===== config.mk =====
export PLATFORM = sky130hd
export DESIGN_NAME = sbpa_front
export DESIGN_NICKNAME = d
export VERILOG_FILES = /design/src/sv/sbpa_pkg.sv /design/src/sv/sbpa_front.sv
export SDC_FILE = /design/constraint.sdc
export NUM_CORES = 1
export LEC_CHECK = 0
export BUFFER_PORTS_ARGS = -buffer_cell sky130_fd_sc_hd__clkbuf_2
export CAP_MARGIN = 30
export CORE_AREA = 2 2 73 75
export CTS_BUF_LIST = sky130_fd_sc_hd__clkbuf_4
export DETAILED_ROUTE_END_ITERATION = 8
export DIE_AREA = 0 0 75 77
export GPL_TIMING_DRIVEN = 0
export MAX_ROUTING_LAYER = met4
export PLACE_DENSITY_LB_ADDON = 0.1
export RECOVER_POWER = 100
export SYNTH_ARGS = -nofsm -noshare
export SYNTH_HDL_FRONTEND = slang
export SYNTH_SLANG_ARGS = --single-unit

===== constraint.sdc =====
create_clock -name i_clk -period 1.9 [get_ports i_clk]
set_clock_uncertainty 0.15 [all_clocks]
set_input_delay 0.285 -clock i_clk [delete_from_list [all_inputs] [get_ports i_clk]]
set_output_delay 0.285 -clock i_clk [all_outputs]
set_load 0.05 [all_outputs]

===== src/sv/sbpa_pkg.sv =====
// Shared types and codes of the sharded buffer pool allocator.
`default_nettype none
package sbpa_pkg;

    // input operations
    localparam logic [1:0] OP_ALLOC = 2'd0;
    localparam logic [1:0] OP_FREE  = 2'd1;
    localparam logic [1:0] OP_BUILD = 2'd2;

    // result status
    localparam logic [2:0] ST_OK      = 3'd0;
    localparam logic [2:0] ST_EMPTY   = 3'd1;
    localparam logic [2:0] ST_INVALID = 3'd2;
    localparam logic [2:0] ST_BAD_HDR = 3'd3;
    localparam logic [2:0] ST_NOT_DIV = 3'd4;

    // classified command kinds
    localparam logic [2:0] K_ALLOC  = 3'd0;
    localparam logic [2:0] K_FREE   = 3'd1;
    localparam logic [2:0] K_BUILD  = 3'd2;
    localparam logic [2:0] K_BAD    = 3'd3;
    localparam logic [2:0] K_BADIDX = 3'd4;

    // register indexes
    localparam logic [2:0] REG_SMALL_BASE  = 3'd0;
    localparam logic [2:0] REG_SMALL_SIZE  = 3'd1;
    localparam logic [2:0] REG_SMALL_COUNT = 3'd2;
    localparam logic [2:0] REG_LARGE_BASE  = 3'd3;
    localparam logic [2:0] REG_LARGE_SIZE  = 3'd4;
    localparam logic [2:0] REG_LARGE_COUNT = 3'd5;
    localparam logic [2:0] REG_HDR_BYTES   = 3'd6;

    localparam int SLICE_W = 11;   // stored slice number, counts reach 2047
    localparam int QDEPTH  = 2;

    typedef struct packed {
        logic [2:0] kind;
        logic       pool;
        logic [9:0] slice;
    } t_cmd;

    typedef struct packed {
        logic [47:0] small_base;
        logic [15:0] small_size;
        logic [10:0] small_count;
        logic [47:0] large_base;
        logic [15:0] large_size;
        logic [10:0] large_count;
        logic [7:0]  hdr_bytes;
    } t_cfg;

endpackage
`default_nettype wire


===== src/sv/sbpa_front.sv =====
// Front end: classifies incoming items and queues them for the back end.
`default_nettype none
module sbpa_front #(
    parameter int MAX_SLICES = 1024
) (
    input  wire               i_clk,
    input  wire               i_rst_n,
    input  wire               i_valid,
    output logic              o_ready,
    input  wire  [1:0]        i_op,
    input  wire  [1:0]        i_pool,
    input  wire  [9:0]        i_slice,
    input  wire               i_hold,
    output sbpa_pkg::t_cmd    o_cmd,
    output logic              o_cmd_valid,
    input  wire               i_pop
);
    import sbpa_pkg::*;

    t_cmd       r_q [QDEPTH];
    logic       r_wp;
    logic       r_rp;
    logic [1:0] r_cnt;
    t_cmd       cls;
    logic       push;

    always_comb begin
        cls.pool  = i_pool[0];
        cls.slice = i_slice;
        if (i_pool[1] || (i_op != OP_ALLOC && i_op != OP_FREE && i_op != OP_BUILD)) begin
            cls.kind = K_BAD;
        end else if (i_op == OP_ALLOC) begin
            cls.kind = K_ALLOC;
        end else if (i_op == OP_FREE) begin
            cls.kind = ({22'd0, i_slice} >= 32'(MAX_SLICES)) ? K_BADIDX : K_FREE;
        end else begin
            cls.kind = K_BUILD;
        end
    end

    assign o_ready     = (r_cnt != 2'(QDEPTH)) && !i_hold;
    assign push        = i_valid && o_ready;
    assign o_cmd       = r_q[r_rp];
    assign o_cmd_valid = (r_cnt != 2'd0);

    always_ff @(posedge i_clk) begin
        if (push) begin
            r_q[r_wp] <= cls;
        end
        if (!i_rst_n) begin
            r_wp  <= 1'b0;
            r_rp  <= 1'b0;
            r_cnt <= 2'd0;
        end else begin
            if (push) begin
                r_wp <= ~r_wp;
            end
            if (i_pop) begin
                r_rp <= ~r_rp;
            end
            r_cnt <= r_cnt + 2'(push) - 2'(i_pop);
        end
    end

endmodule
`default_nettype wire


==> flow_summary_export.csv <==
group,metric,value,unit
run_status,run_status,"finished, final reports clean",
sta,report.final.hold_viol_count,0,
synth,synth_sequential_area_ratio,73.72,%
sta,timing_max_transition_violations_final,0,
synth,ys.warnings.count,0,
synth,yosys.area_share.simple,7.330,%
sta,measured_slew_at_the_worst_slew_check_pin,672.8,ps
final_layout,antennaDiodeCount,0,
final_layout,layout.cells.most_common_list,"sky130_fd_sc_hd__edfxtp_1, sky130_fd_sc_hd__clkbuf_2, sky130_fd_sc_hd__clkbuf_4",
clock_network,clock_insertion_delay_worst_skew,320,ps
drt,vias,717,
sta,setup_tns,0,ps
drt,wl_per_cell,10.83,µm
worst_setup_path,path_delay_family,"flip-flops",
drt,post_drt_via_cell_ratio,3.715,
final_layout,layout.cells.most_common,"sky130_fd_sc_hd__edfxtp_1",
global_routing,grt_max_degree,14,
power_and_ir_drop,vdd_ir_drop_max,0.3291,mV
worst_setup_path,worst_path_largest_cell_delay,390,ps
floorplanning,io-pin-count,35,
synth,post_synth_mux_area_share,12.25,%
floorplanning,rows,26,
worst_setup_path,start_kind,"flip-flop",
job,drv.max_cap_violation_count,0,
synth,syn-num-nets,92,
sta,setup-violations-final,0,
clock_network,cts_tree,"yes",
synth,synthAdderAreaFrac,2.094,%
floorplanning,floorplan.die_area,0.005775,mm²
floorplanning,dieHeight,77,µm
sta,period_needed,1826,ps
clock_network,cts.clk_slew.worst_paths,80,ps
worst_setup_path,path_max_fanout,10,
worst_setup_path,end_kind,"output port",
clock_network,buffer_count_from_post_cts_setup_fixing,0,
worst_setup_path,crit_chain,"buf_12, mux2_2, clkbuf_4",
hold_path,hold_path_class,"primary input to flip-flop",
power_and_ir_drop,power.leakage,0.6253,nW
sta,final_min_period_over_clock_period,96.12,%
drt,drt_pre_antenna_iters,3,
worst_setup_path,critical_path.n_buffers_inverters,2,
final_layout,post_route_cells_drive_above_1_share,43.90,%
worst_setup_path,critical_path_required,1460,ps
synth,post_syn_area_per_cell,16.83,µm²
worst_setup_path,worst-setup-path-type,"flip-flop to output port",
floorplanning,initial_utilization,24.01,%
sta,setup_repair_after_global_routing_missed_its_margin,"false",
power_and_ir_drop,power_per_cell_area,900.4,mW/mm²
synth,synth_top_family_by_area,"multiplexers",
global_routing,globalRouteOverflowTotal,0,
sta,timing.fmax,547.6,MHz
synth,netlist_area,0.001195,mm²
drt,dr.first_iter.drc_count,22,
global_routing,grt_util_all_layers,8.543,%
synth,number_of_distinct_library_cells_after_synthesis,22,
clock_network,cts.sinks,31,
floorplanning,core_area,0.004977,mm²
placed_design,io_buffers,33,
synth,post_synthesis_xor_xnor_area_fraction,1.466,%
drt,finalWirelength,2090,µm
worst_setup_path,cpMaxStageDelayCell,"sky130_fd_sc_hd__dfxtp_4",
clock_network,clockBufferDepth,2,
global_routing,grt_pass1_vias,757,
global_routing,grt_antenna_before_repair,0,
placed_design,gpl.final_weighted_congestion,0.6549,
final_layout,area_growth,38.95,%
synth,synth-compound-area-share,0.8377,%
floorplanning,floorplan.die.width,75,µm
drt,drt.antenna.violating_nets,0,
synth,synthCells,71,
clock_network,htree_levels,2,
placed_design,dpl.hpwl,1459,µm
sta,timing.max_slew.rel_slack,55.15,%
drt,post-route-drc-count,0,
synth,synth.ff_latch_count,31,
clock_network,cts-root-buf,"sky130_fd_sc_hd__clkbuf_4",
worst_setup_path,critPathArrivalTime,1390,ps
clock_network,total_clock_buffers_created_by_cts,5,
final_layout,final_nets,143,
final_layout,final.fill_count,516,
power_and_ir_drop,sum_of_internal_switching_and_leakage_power,0.001495,W
global_routing,grt_pass1_wl,3394,µm
-- registers in the layout (all words and copies together), names as in the netlist, named ones only --
signal  flops
r_cnt       2
r_rp        1
r_q        26
r_wp        1
-- through the flow --
step / cells / setup WS (ps) / instance area [µm²] / hold slack, ps / utilization, %
after floorplan: 71 / 1.954 / 1202 / 233.9 / -
after global placement: 174 / 36.53 / 1455 / 325.2 / 29.24
after detailed placement: 174 / 6.198 / 1455 / 330.2 / 29.24
after CTS: 192 / 0.8015 / 1645 / 0.9811 / 33.06
after global routing: 193 / 1.853 / 1660 / 30.99 / 33.36
final: 193 / 73.75 / 1660 / 35.61 / 33.36
-- timing repair --
action                                 4_1_cts  5_1_grt
setup endpoints to repair                   10       24
gates resized for setup                     14        6
hold buffers                                10        1
endpoints found under the hold margin       20        2
-- cell families (layout without fill, tap and decap cells) --
logic type | after synthesis | after routing
compound gates | 2 | 2
simple gates | 15 | 15
fa+ha+maj | 2 | 2
other cells | 1 | 1
buf+inv | 5 | 57
mux | 13 | 13
xor+xnor | 2 | 2
flops | 31 | 31
-- cells in the mapped netlist (all sizes together) --
cell type	instances	area, µm²
edfxtp	26	780.8
mux2	13	146.4
dfxtp	5	100.1
nor2	4	15.01
inv	3	11.26
or2	3	18.77
and2	2	12.51
buf	2	12.51
ha	2	25.02
a21oi	1	5.000
and3	1	6.260
conb	1	3.750
nand2	1	3.750
nand2b	1	6.260
nor2b	1	13.76
nor3	1	5.000
o21ai	1	5.000
or3	1	6.260
xnor2	1	8.760
xor2	1	8.760
-- routing by layer --
layer	part of all wire, %	track usage, %	wire (µm)
met4	2.6	4.821	55
met2	50	12.98	1049
met1	41	8.978	865
met5	0	-	0
met3	5.7	3.942	120
-- layout make-up --
type	count	area, µm²	area share, %
sequential	31	885.9	53.35
inverter	3	15.01	0.9043
clock buffer	6	45.04	2.713
tap	70	87.58	5.275
buffer	2	27.53	1.658
multi-input combinational	35	297.8	17.94
clock inverter	2	8.758	0.5275
timing repair buffer	44	292.8	17.63
-- power breakdown --
part / total (W) / internal, W / switching, W
Sequential: 0.000797 / 0.000779 / 0.0000184
Clock: 0.000363 / 0.000153 / 0.000210
Combinational: 0.000335 / 0.000124 / 0.000210
-- final timing paths --
check	depth (start not counted)	slack, ps	startpoint	end
setup / recovery	3	70	flip-flop	o_cmd[1]
hold / removal	2	40	i_rst_n	r_cnt[0]$_SDFF_PN0_
setup reg to reg	9	180	r_cnt[1]$_SDFF_PN0_	r_cnt[1]$_SDFF_PN0_
hold reg to reg	2	350	r_wp$_SDFFE_PN0P_	r_wp$_SDFFE_PN0P_
(Power assumes the default switching activity.)
